==> src/hdl/pcxd_pkg.sv <==
// ----------------------------------------------------------------------------
// pcxd_pkg: shared types and constants of the PCX run-length pixel decoder
// Command and status bundles between controller and datapath, mode codes,
// register indexes and fixed field widths.
// ----------------------------------------------------------------------------
`default_nettype none

package pcxd_pkg;

  // Register indexes on the configuration port
  localparam logic [1:0] REG_BYTES_PER_LINE = 2'd0;
  localparam logic [1:0] REG_IMAGE_WIDTH    = 2'd1;
  localparam logic [1:0] REG_IMAGE_HEIGHT   = 2'd2;
  localparam logic [1:0] REG_PIXEL_MODE     = 2'd3;

  // Pixel modes
  localparam logic [1:0] MODE_PAL8  = 2'd0;
  localparam logic [1:0] MODE_RGB8  = 2'd1;
  localparam logic [1:0] MODE_MONO1 = 2'd2;
  localparam logic [1:0] MODE_PLN4  = 2'd3;

  // Opcodes carried on tuser
  localparam logic OP_DATA    = 1'b0;
  localparam logic OP_PALETTE = 1'b1;

  // Run marker: top two bits set, low six bits the count
  localparam logic [7:0] RUN_MARK   = 8'hC0;
  localparam logic [5:0] COUNT_MASK = 6'h3F;
  localparam logic [2:0] TOP_BIT    = 3'd7;

  // Limits on register values
  localparam int unsigned MAX_WIDTH  = 8192;
  localparam int unsigned MAX_HEIGHT = 65536;

  localparam int unsigned IN_DATA_W  = 40;
  localparam int unsigned OUT_DATA_W = 232;

  typedef struct packed {
    logic load;     // input beat accepted
    logic put;      // store a non-final plane byte and advance
    logic skip;     // final plane byte without visible pixel: advance
    logic rd;       // start pixel assembly, read line stores
    logic pal_rd;   // read palette for current pixel
    logic pal_cap;  // capture current pixel
    logic commit;   // move assembly to output register and advance
    logic drain;    // held result taken by receiver
  } cmd_t;

  typedef struct packed {
    logic start_run;  // accepted data beat begins decoded output
    logic run_done;   // repeat count exhausted or height reached
    logic is_store;   // current plane is not the last
    logic visible;    // current byte has a visible pixel
    logic k_last;     // current pixel is the last of the result
    logic held;       // output register holds an unsent result
  } sts_t;

endpackage

`default_nettype wire

==> src/hdl/pcxd_ctrl.sv <==
// ----------------------------------------------------------------------------
// pcxd_ctrl: decoder sequencer
// Steps through the decoded bytes of a run, one pixel at a time, and
// handles the output handshake with a one-result hold for the last flag.
// ----------------------------------------------------------------------------
`default_nettype none

module pcxd_ctrl
  import pcxd_pkg::*;
(
  input  wire logic clk_i,
  input  wire logic rst_ni,
  input  wire logic in_valid_i,
  output logic      in_ready_o,
  output logic      out_valid_o,
  output logic      out_last_o,
  input  wire logic out_ready_i,
  input  wire sts_t sts_i,
  output cmd_t      cmd_o
);

  localparam logic [2:0] ST_IDLE = 3'd0;
  localparam logic [2:0] ST_STEP = 3'd1;
  localparam logic [2:0] ST_PAL  = 3'd2;
  localparam logic [2:0] ST_PALW = 3'd3;
  localparam logic [2:0] ST_ASM  = 3'd4;
  localparam logic [2:0] ST_SEND = 3'd5;
  localparam logic [2:0] ST_FIN  = 3'd6;

  logic [2:0] state_q, state_d;

  assign in_ready_o  = (state_q == ST_IDLE);
  assign out_valid_o = (state_q == ST_SEND) || (state_q == ST_FIN && sts_i.held);
  assign out_last_o  = (state_q == ST_FIN);

  // next state and commands
  always_comb begin
    state_d = state_q;
    cmd_o   = '0;
    case (state_q)
      ST_IDLE: begin
        if (in_valid_i) begin
          cmd_o.load = 1'b1;
          if (sts_i.start_run) state_d = ST_STEP;
        end
      end
      ST_STEP: begin
        if (sts_i.run_done) begin
          state_d = ST_FIN;
        end else if (sts_i.is_store) begin
          cmd_o.put = 1'b1;
        end else if (!sts_i.visible) begin
          cmd_o.skip = 1'b1;
        end else begin
          cmd_o.rd = 1'b1;
          state_d  = ST_PAL;
        end
      end
      ST_PAL: begin
        cmd_o.pal_rd = 1'b1;
        state_d      = ST_PALW;
      end
      ST_PALW: begin
        cmd_o.pal_cap = 1'b1;
        state_d       = sts_i.k_last ? ST_ASM : ST_PAL;
      end
      ST_ASM: begin
        if (sts_i.held) begin
          state_d = ST_SEND;
        end else begin
          cmd_o.commit = 1'b1;
          state_d      = ST_STEP;
        end
      end
      ST_SEND: begin
        // earlier result goes out without last, then this one is held
        if (out_ready_i) begin
          cmd_o.commit = 1'b1;
          state_d      = ST_STEP;
        end
      end
      ST_FIN: begin
        if (!sts_i.held) begin
          state_d = ST_IDLE;
        end else if (out_ready_i) begin
          cmd_o.drain = 1'b1;
          state_d     = ST_IDLE;
        end
      end
      default: state_d = ST_IDLE;
    endcase
  end

  always_ff @(posedge clk_i or negedge rst_ni) begin
    if (!rst_ni) begin
      state_q <= ST_IDLE;
    end else begin
      state_q <= state_d;
    end
  end

endmodule

`default_nettype wire

==> config.mk <==
export PLATFORM = sky130hd
export DESIGN_NAME = pcxd_ctrl
export DESIGN_NICKNAME = d
export VERILOG_FILES = /design/src/hdl/pcxd_pkg.sv /design/src/hdl/pcxd_ctrl.sv
export SDC_FILE = /design/constraint.sdc
export NUM_CORES = 1
export LEC_CHECK = 0
export BUFFER_PORTS_ARGS = -buffer_cell sky130_fd_sc_hd__buf_2
export CAP_MARGIN = 25
export CORE_AREA = 2 2 39 41
export DETAILED_ROUTE_END_ITERATION = 8
export DIE_AREA = 0 0 41 43
export PLACE_DENSITY_LB_ADDON = 0.3
export SYNTH_ARGS = -nofsm -noshare
export SYNTH_HDL_FRONTEND = slang
export SYNTH_SLANG_ARGS = --single-unit
export TNS_END_PERCENT = 20
==> constraint.sdc <==
create_clock -name clk_i -period 1.7 [get_ports clk_i]
set_clock_uncertainty 0.15 [all_clocks]
set_input_delay 0.34 -clock clk_i [delete_from_list [all_inputs] [get_ports clk_i]]
set_output_delay 0.34 -clock clk_i [all_outputs]
set_load 0.05 [all_outputs]
# Word level (Yosys, flattened, before mapping)
# Cells that the tools add are included.
dict set report totals {
  reg_bits 3
  latch_bits 0
  ram_bits 0
  mem_bits_ro 0
  output_inout_bits 11
  wordCells 43
  mem_count 0
}
dict set report classes {
  addsub 0
  mul 0
  div 0
  magnitude_cmp 0
  eq_ne 12
  shift 0
  muxes 26
  bitwise_logic 0
  reduce_logical 4
}
# operator n
set op_table {}
lappend op_table {{$mux 3} 12}
lappend op_table {{$pmux 3 s7} 1}
lappend op_table {{$mux 1} 11}
lappend op_table {{$eq 3x3->1 const B} 3}
lappend op_table {{$ne 3x3->1 const B} 3}
lappend op_table {{$eq 3x2->1 const B} 2}
lappend op_table {{$reduce_and 6->1} 1}
lappend op_table {{$ne 2x2->1 const B} 2}
lappend op_table {{$eq 3x1->1 const B} 1}
lappend op_table {{$logic_not 3->1} 1}
lappend op_table {{$mux 2} 1}
lappend op_table {{$ne 2x1->1 const B} 1}
lappend op_table {{$pmux 1 s2} 1}
lappend op_table {{$logic_and 1x1->1} 1}
lappend op_table {{$logic_or 1x1->1} 1}

# Longest topological paths before layout
# Gate-level depths: netlist of run 1.
dict set report depth {
  ltp_word 4
  depth_mapped 4
  ltp_nobuf 3
}

# Least setup slack after synthesis of run 1
# Ideal clock, no wire load.
dict set report synth_timing {
  kind {flip-flop to output port}
  startpoint {register state_q[1]}
  endpoint {output cmd_o[1] (netlist name)}
  arrival_time_ps 1794
  required_time_ps 1210
  path_slack_ps -584
  path_stages_with_launch 5
  n_path_buf 1
  path_cell_list {dfrtp_1 buf_6 inv_1 nand2_1 nor3_1}
}
# element line
set synth_rtl {}
lappend synth_rtl {{start: declaration} pcxd_ctrl.sv:30} ;# logic [2:0] state_q, state_d;
lappend synth_rtl {{start signal: assignment} pcxd_ctrl.sv:98} ;# state_q <= state_d;
lappend synth_rtl {{end: declaration} pcxd_ctrl.sv:19} ;# output cmd_t cmd_o

==> flow_summary.toml, run 1 <==
[die]
die_h_um = 43
row_count = 14
initial_core_util_pct = 24.0
core_mm2 = 0.00138
dieArea_mm2 = 0.00176
chipWidth_um = 41
ios = 21

[min_path]
holdCritStartpoint = "out_ready_i"
min_path_type = "input pin to flip-flop"

[pwr]
seqPwrFrac_pct = 10.9
combinationalPowerShare_pct = 79.4
leakage_nw = 0.300
ir_drop_v = 0.000682
power.density_mw_per_mm2 = 1890
clock_power_share_pct = 9.7
switchingPower_mw = 0.640
swShare_pct = 50.2
intPower_mw = 0.636
finalPower_mw = 1.28

[global_routing]
track_usage_pct = 13.4
grt_overflow_total = 0
grt_pass1_wl_um = 1610
grt_max_degree = 12
grt_pass1_vias = 393
antenna_found_initial = 0

[layout]
top_register = "state_q"
fin_nets = 82
layout-drive-gt1-share_pct = 64.8
layout.cells.non_filler = 87
num_antenna_cells = 0
area_growth_pct = 104
largest_reg_flops = 3
reg.largest.list = "state_q x3"

[synth]
yosysSeqAreaShare_pct = 22.6
synth-seq-cells = 3
async_flop_share_pct = 100
ys_warn_count = 0
synthCells = 40
syn_area_per_cell_um2 = 8.29
synthFlopType = "dfrtp_1"
syn_nets = 50
synth-edff-count = 0
synthesis.area_um2 = 332
yosysUniqueCellTypes = 23

[drt]
drcViolationCount = 0
dr.pass1.iters = 1
drt-initial-drc-count = 0
wire_per_inst_um = 10.9
antenna_left = 0
vias_per_cell = 4.62
num_vias = 402
wl_um = 949

[worst_setup_path]
timing.critical_path.buf_inv = 1
rr_startpoint = "state_q[0]$_DFFE_PN0P_"
worstSetupStartpoint = "state_q[2]$_DFFE_PN0P_"
crit_slowest_cell = "dfrtp_1"
cp-start-kind = "flip-flop"
crit_arrival_ps = 1410
max_stage_delay_ps = 370
end_kind = "output pin"
cp_max_fo = 2
required_ps = 1210
path_cells = "nand2b_4 > or3_4 > nor3_4 > buf_6"
cp_top_family = "simple AND/OR/NAND/NOR gates"
critPathKind = "flip-flop to output pin"

[place]
hpwlAfterDp_um = 696
io_buffers = 20
placed_cells = 82
finalWeightedCongestion = 0.717

[clock_tree]
cts_root_buffer = "clkbuf_4"
cts_setup_buffers = 0
cts_tree = "built"
cts_buffer_depth = 2
worstSkewPairLatency_ps = 230
clk_pin_slew_ps = 40
cts.sinks = 3
htree_levels = 1
cts_made_buffers = 3

[timing]
relSlewSlack_pct = 81.7
min_period_over_period_pct = 112
tightest_slew_ps = 270
holdWs_ps = 198
rsz0062_at_grt = "true"
fin_crit_ps = 1900
finalHoldViolCount = 0
max_freq_ghz = 0.526
finalMaxSlewViolations = 0
setup_viol = 8
worst_slack_ps = -201
fin_setup_tns_ps = -953

[run_status]
status = "finished, violations left"
violations = "setup timing"

[flow_run]
max-cap-violations = 0
per-stage QoR:
step,util [%],setup slack [ps],instance area (um^2)
2_1_floorplan,-,-174,372
3_3_place_gp,38.2,-49.0,529
3_5_place_dp,38.2,-69.5,529
4_1_cts,46.8,-219,648
5_1_grt,48.8,-277,676
6_report,48.8,-201,676
repair_timing:
| action | in CTS | in global routing |
|---|---|---|
| endpoints found under the setup margin | 11 | 11 |
| hold endpoints to repair | 3 | 0 |
| pin swaps | 3 | 3 |
| gates resized for setup | 24 | 9 |
| hold buffers | 1 | 0 |
routing by layer:
metal  vias to the layer above  part of all wire, %  global-route usage, %
met2                        14                   51                   20.3
met3                         0                  6.3                   5.24
met1                       184                   42                   16.9
li1                        204                    -                      -
met4                         0                    0                   4.00
met5                         -                    0                      0
synthesized netlist by cell type (2+ instances only):
cell type  number  area, um^2
nor3_2          2        20.0
dfrtp_1         3        75.1
nor2b_1         2        12.5
nor2_1          2        7.51
and2_1          3        18.8
nand2b_1        3        18.8
o2bb2ai_1       3        26.3
buf_6           2        22.5
nor3_1          2        10.0
nand2_1         5        18.8
placed cells by master (no fill, tap or decap), drive strengths merged:
master	n
buf	29
nand2	5
nor3	4
clkbuf	4
nor2	3
o2bb2ai	3
dfrtp	3
nand2b	3
and2	3
nor2b	2
inv	1
or3	1
and3	1
nor4b	1
o21ai	1
a21oi	1
o311ai	1
o21bai	1
a31oi	1
nand3	1
mux2i	1
dlygate4sd3	1
power by group through the flow:
stage          Combinational, mW  Sequential (mW)  Clock (mW)
2_1_floorplan              0.636            0.134           0
3_3_place_gp               0.834            0.127           0
3_5_place_dp               0.842            0.125           0
4_1_cts                    0.954            0.139       0.129
5_1_grt                     1.07            0.147       0.137
6_report                    1.01            0.139       0.124
kinds of logic after synthesis:
kind of cell	synth area share, %
AND/OR/NAND/NOR	46.4
AO/OA/AOI/OAI	17.7
buffers and inverters	10.2
flip-flops	22.6
multiplexers	3.02
cell type report:
type                    instances  area (um^2)
flip-flops and latches          3         75.1
clock buffers                   4         26.3
multi-input cells              33          290
inverters                       1         6.26
fillers                       134          708
well taps                      16         20.0
repair buffers                 30          258
path summary, 6_finish.rpt:
check	endpoint	slack, ps	depth (start not counted)
setup / recovery	cmd_o[5]	-200	4
hold / removal	state_q[1]$_DFFE_PN0P_	200	2
setup reg to reg	state_q[2]$_DFFE_PN0P_	230	5
hold reg to reg	state_q[2]$_DFFE_PN0P_	550	3
max in group asynchronous	state_q[0]$_DFFE_PN0P_	1010	2
min in group asynchronous	state_q[1]$_DFFE_PN0P_	280	2
Note: power is estimated with default switching activity, not from simulation.
==> run 2, diff against run 1 <==
--- a/config.mk
+++ b/config.mk
@@ -14,4 +14,4 @@
 export SYNTH_ARGS = -nofsm -noshare
 export SYNTH_HDL_FRONTEND = slang
 export SYNTH_SLANG_ARGS = --single-unit
-export TNS_END_PERCENT = 20
+export TNS_END_PERCENT = 10
==> run 2 against run 1 <==
  * The flow still finishes with violations (setup timing)
  * Hold slack gained 1.6 ps
  * Non-clock buffer count is the same
  * Cell count is the same
  * Wire length shrank 1.4%
  * Critical path depth is the same
  * Combinational power is essentially flat
  * Utilization shrank 0.090 points
  * Worst setup slack lost 1.9 ps
  * Largest cell class unchanged
  * Largest power group unchanged
==> flow_summary.toml, run 2 (same netlist as run 1, synthesis figures left out) <==
[pwr]
leakage_nw = 0.299
ir_drop_v = 0.000685
finalPower_mw = 1.28
power.density_mw_per_mm2 = 1900

[clock_tree]
htree_levels = 1
cts.sinks = 3
cts_tree = "built"
cts_buffer_depth = 2
worstSkewPairLatency_ps = 230
cts_root_buffer = "clkbuf_4"
cts_made_buffers = 3
clk_pin_slew_ps = 40

[drt]
dr.pass1.iters = 1
num_vias = 402
wl_um = 936
vias_per_cell = 4.62
drcViolationCount = 0
wire_per_inst_um = 10.8
drt-initial-drc-count = 0
antenna_left = 0

[worst_setup_path]
cp-start-kind = "flip-flop"
rr_startpoint = "state_q[0]$_DFFE_PN0P_"
reg2regPathDepth = 5
end_kind = "output pin"
crit_arrival_ps = 1410
crit_end = "cmd_o[5]"
required_ps = 1210
critPathKind = "flip-flop to output pin"
rrSetupSlack_ps = 240
worstSetupStartpoint = "state_q[2]$_DFFE_PN0P_"
r2r-end = "state_q[2]$_DFFE_PN0P_"
cp_max_fo = 2

[global_routing]
grt_pass1_vias = 392
globalRouteMet1Util_pct = 17.3
antenna_found_initial = 0
top_usage_layer = "met2"
grtUsageMet3_pct = 5.24
grtUsageMet2_pct = 20.3
track_usage_pct = 13.5
grt_pass1_wl_um = 1620
grt_overflow_total = 0
grt_max_degree = 12

[run_status]
status = "finished, violations left"
violations = "setup timing"

[timing]
fin_crit_ps = 1900
rsz0062_at_grt = "true"
max_freq_ghz = 0.526
tightest_slew_ps = 271
holdWs_ps = 199
finalHoldViolCount = 0
relSlewSlack_pct = 81.7
fin_setup_tns_ps = -962
worst_slack_ps = -203
setup_viol = 8
finalMaxSlewViolations = 0
min_period_over_period_pct = 112

[layout]
reg.largest.list = "state_q x3"
layout.cells.non_filler = 87
fin_nets = 82
final_cell_mix = "buf_6, buf_2, buf_4, nand2_1"
largest_reg_flops = 3
layout-drive-gt1-share_pct = 64.8
top_register = "state_q"
final_common_cell = "buf_6"
num_antenna_cells = 0
fin_util_pct = 48.7
area_growth_pct = 103

[die]
core_mm2 = 0.00138
initial_core_util_pct = 24.0
die_h_um = 43
chipWidth_um = 41
dieArea_mm2 = 0.00176
row_count = 14
ios = 21

[min_path]
min_path_type = "input pin to flip-flop"

[place]
hpwlAfterDp_um = 696
io_buffers = 20
placed_cells = 82
finalWeightedCongestion = 0.717

[flow_run]
max-cap-violations = 0
run 2: area by class of cell:
class                   count  area (um^2)
inverters                   1         6.26
flip-flops and latches      3         75.1
clock buffers               4         26.3
fillers                   134          709
well taps                  16         20.0
repair buffers             30          262
multi-input cells          33          285
run 2: timing repair:
action	in CTS	in global routing
buffers inserted	0	0
setup endpoints to repair	11	11
resized for setup	24	10
hold buffers	1	0
hold endpoints to repair	3	0
pin swaps	2	2
run 2: routing by layer:
layer / up-vias / wire length [um]
met4: 0 / 0
met3: 0 / 59
met1: 185 / 393
li1: 203 / -
met2: 14 / 483
met5: - / 0
run 2: metrics by stage:
| step | instance area (um^2) | setup slack (ps) |
|---|---|---|
| floorplan | 372 | -174 |
| global placement | 529 | -49.0 |
| detailed placement | 529 | -69.5 |
| CTS | 647 | -218 |
| global route | 674 | -280 |
| finish | 674 | -203 |
run 2: worst max-delay path: stages (launching register included):
cell and delay (ps):
dfrtp_1 390, nand2b_4 150, or3_4 350, nor3_4 130, buf_6 180
run 2: report_power, final:
part | internal [mW] | switching (mW) | total (mW)
Sequential | 0.106 | 0.0340 | 0.140
Combinational | 0.447 | 0.570 | 1.02
Clock | 0.0879 | 0.0359 | 0.124
Total | 0.641 | 0.640 | 1.28
run 2: worst min path at each step:
stage,start,endpoint,slack [ps],cells after the start
detailed placement,rst_ni,state_q[1]$_DFFE_PN0P_,-10,1
global route,out_ready_i,state_q[1]$_DFFE_PN0P_,210,2
finish,out_ready_i,state_q[1]$_DFFE_PN0P_,200,2
global placement,rst_ni,state_q[1]$_DFFE_PN0P_,-9,1
floorplan,rst_ni,state_q[0]$_DFFE_PN0P_,-110,0
CTS,out_ready_i,state_q[1]$_DFFE_PN0P_,190,2
==> run 3, diff against run 2 <==
--- a/config.mk
+++ b/config.mk
@@ -8,6 +8,7 @@
 export BUFFER_PORTS_ARGS = -buffer_cell sky130_fd_sc_hd__buf_2
 export CAP_MARGIN = 25
 export CORE_AREA = 2 2 39 41
+export CTS_BUF_LIST = sky130_fd_sc_hd__clkbuf_8
 export DETAILED_ROUTE_END_ITERATION = 8
 export DIE_AREA = 0 0 41 43
 export PLACE_DENSITY_LB_ADDON = 0.3
==> run 3 against run 2 <==
  * The flow still finishes with violations (setup timing)
  * Hold slack better by 19 ps
  * Die area unchanged
  * Count of clock-buffer cells in the layout fell by 1
  * Critical path type unchanged
  * Flip-flop and latch count unchanged
  * Maximum frequency rose by 0.92%
  * Largest cell class unchanged
  * Utilization up 0.90 points
  * Register-to-register slack is essentially flat
  * Sequential share of layout area fell by 0.20 points
  * Worst setup slack improved by 17 ps
==> flow_summary.toml, run 3 (same netlist as run 1, synthesis figures left out) <==
[clock_tree]
worstSkewPairLatency_ps = 210
cts_tree = "built"
clk_pin_slew_ps = 30
cts_buffer_depth = 2
cts_made_buffers = 3
cts_setup_buffers = 0
htree_levels = 1
cts_root_buffer = "clkbuf_8"
cts.sinks = 3

[pwr]
combinationalPowerShare_pct = 74.6
ir_drop_v = 0.000726
seqPwrFrac_pct = 10.5
intPower_mw = 0.695
clock_power_share_pct = 14.9
switchingPower_mw = 0.644
power.density_mw_per_mm2 = 1950
swShare_pct = 48.1
leakage_nw = 0.309

[die]
die_h_um = 43
row_count = 14
chipWidth_um = 41
core_mm2 = 0.00138
initial_core_util_pct = 24.0
dieArea_mm2 = 0.00176
ios = 21

[worst_setup_path]
crit_cells = 4
max_stage_delay_ps = 380
timing.critical_path.buf_inv = 1
path_cells = "nand2b_4 > or3_4 > nor3_4 > buf_6"
rrSetupSlack_ps = 240
critPathKind = "flip-flop to output pin"
reg2regPathDepth = 5
cp_max_fo = 2
r2r-end = "state_q[2]$_DFFE_PN0P_"
crit_slowest_cell = "dfrtp_1"
crit_arrival_ps = 1400
cp-start-kind = "flip-flop"
rr_startpoint = "state_q[0]$_DFFE_PN0P_"
end_kind = "output pin"
required_ps = 1210
cp_top_family = "simple AND/OR/NAND/NOR gates"

[layout]
top_register = "state_q"
final_cell_mix = "buf_6, buf_2, buf_4, nand2_1"
largest_reg_flops = 3
num_antenna_cells = 0
layout.cells.non_filler = 87
reg.largest.list = "state_q x3"
area_growth_pct = 107
fin_nets = 82
final_common_cell = "buf_6"
layout-drive-gt1-share_pct = 64.8

[timing]
finalMaxSlewViolations = 0
max_freq_ghz = 0.530
rsz0062_at_grt = "true"
worst_slack_ps = -185
holdWs_ps = 219
finalHoldViolCount = 0
relSlewSlack_pct = 81.5
fin_crit_ps = 1890
tightest_slew_ps = 273
setup_viol = 7
min_period_over_period_pct = 111

[global_routing]
antenna_found_initial = 0
grt_pass1_vias = 392
grt_overflow_total = 0
grt_max_degree = 12
grt_pass1_wl_um = 1610
track_usage_pct = 13.5

[drt]
drcViolationCount = 0
wl_um = 943
antenna_left = 0
vias_per_cell = 4.57
wire_per_inst_um = 10.8
num_vias = 398
dr.pass1.iters = 1
drt-initial-drc-count = 0

[min_path]
holdCritStartpoint = "out_ready_i"
hold-path-endpoint = "state_q[1]$_DFFE_PN0P_"
hold_depth = 2
min_path_type = "input pin to flip-flop"

[run_status]
status = "finished, violations left"
violations = "setup timing"

[place]
io_buffers = 20
hpwlAfterDp_um = 696
dpl_worst_slack_ps = -69.5
finalWeightedCongestion = 0.717
placed_cells = 82

[flow_run]
max-cap-violations = 0
==> run 3: metrics by stage <==
| step | utilization (%) | power (mW) | cell area [um^2] | TNS [ps] |
|---|---|---|---|---|
| 6_report | 49.6 | 1.34 | 687 | -820 |
| 3_3_place_gp | 38.2 | 0.962 | 529 | -94.9 |
| 2_1_floorplan | - | 0.771 | 372 | -713 |
| 5_1_grt | 49.6 | 1.42 | 687 | -1350 |
| 3_5_place_dp | 38.2 | 0.967 | 529 | -147 |
| 4_1_cts | 48.1 | 1.30 | 666 | -918 |
==> run 3: repair_timing <==
item                                   4_1_cts  5_1_grt
gates resized for setup                     24        7
hold buffers                                 1        0
pin swaps                                    2        2
setup endpoints to repair                   11       11
endpoints found under the hold margin        3        0
==> run 3: worst max-delay path by stage <==
stage | endpoint | slack (ps) | start
2_1_floorplan | cmd_o[7] | -170 | state_q[1]$_DFFE_PN0P_
3_3_place_gp | cmd_o[5] | -50 | state_q[2]$_DFFE_PN0P_
3_5_place_dp | cmd_o[5] | -70 | state_q[2]$_DFFE_PN0P_
4_1_cts | cmd_o[5] | -200 | state_q[2]$_DFFE_PN0P_
5_1_grt | cmd_o[5] | -250 | state_q[2]$_DFFE_PN0P_
6_report | cmd_o[5] | -190 | state_q[2]$_DFFE_PN0P_
==> run 3: power by group through the flow <==
stage          Combinational, mW  Sequential [mW]  Clock [mW]
4_1_cts                    0.954            0.139       0.204
2_1_floorplan              0.636            0.134           0
3_5_place_dp               0.842            0.125           0
3_3_place_gp               0.834            0.127           0
5_1_grt                     1.06            0.148       0.210
6_report                    1.00            0.141       0.199
==> run 3: worst register-to-register path: cells and delay by family, from the launching register on <==
kind	cells	cell delay, ps
flip-flops	1	400
AND/OR/NAND/NOR	1	240
AO/OA/AOI/OAI	2	250
buffers and inverters	2	340
==> run 3: area by class of cell <==
| cell class | count | area [um^2] |
|---|---|---|
| clock buffer | 3 | 41.3 |
| inverter | 1 | 3.75 |
| sequential | 3 | 75.1 |
| clock inverter | 1 | 3.75 |
| timing repair buffer | 30 | 258 |
| fill | 132 | 697 |
| multi-input combinational | 33 | 285 |
| tap | 16 | 20.0 |
==> run 3: layer usage <==
| layer | track usage, % | routed length (um) | up-vias |
|---|---|---|---|
| met5 | 0 | 0 | - |
| met1 | 17.3 | 415 | 184 |
| met3 | 5.24 | 51 | 0 |
| met2 | 20.3 | 475 | 12 |
| li1 | - | - | 202 |
| met4 | 4.00 | 0 | 0 |
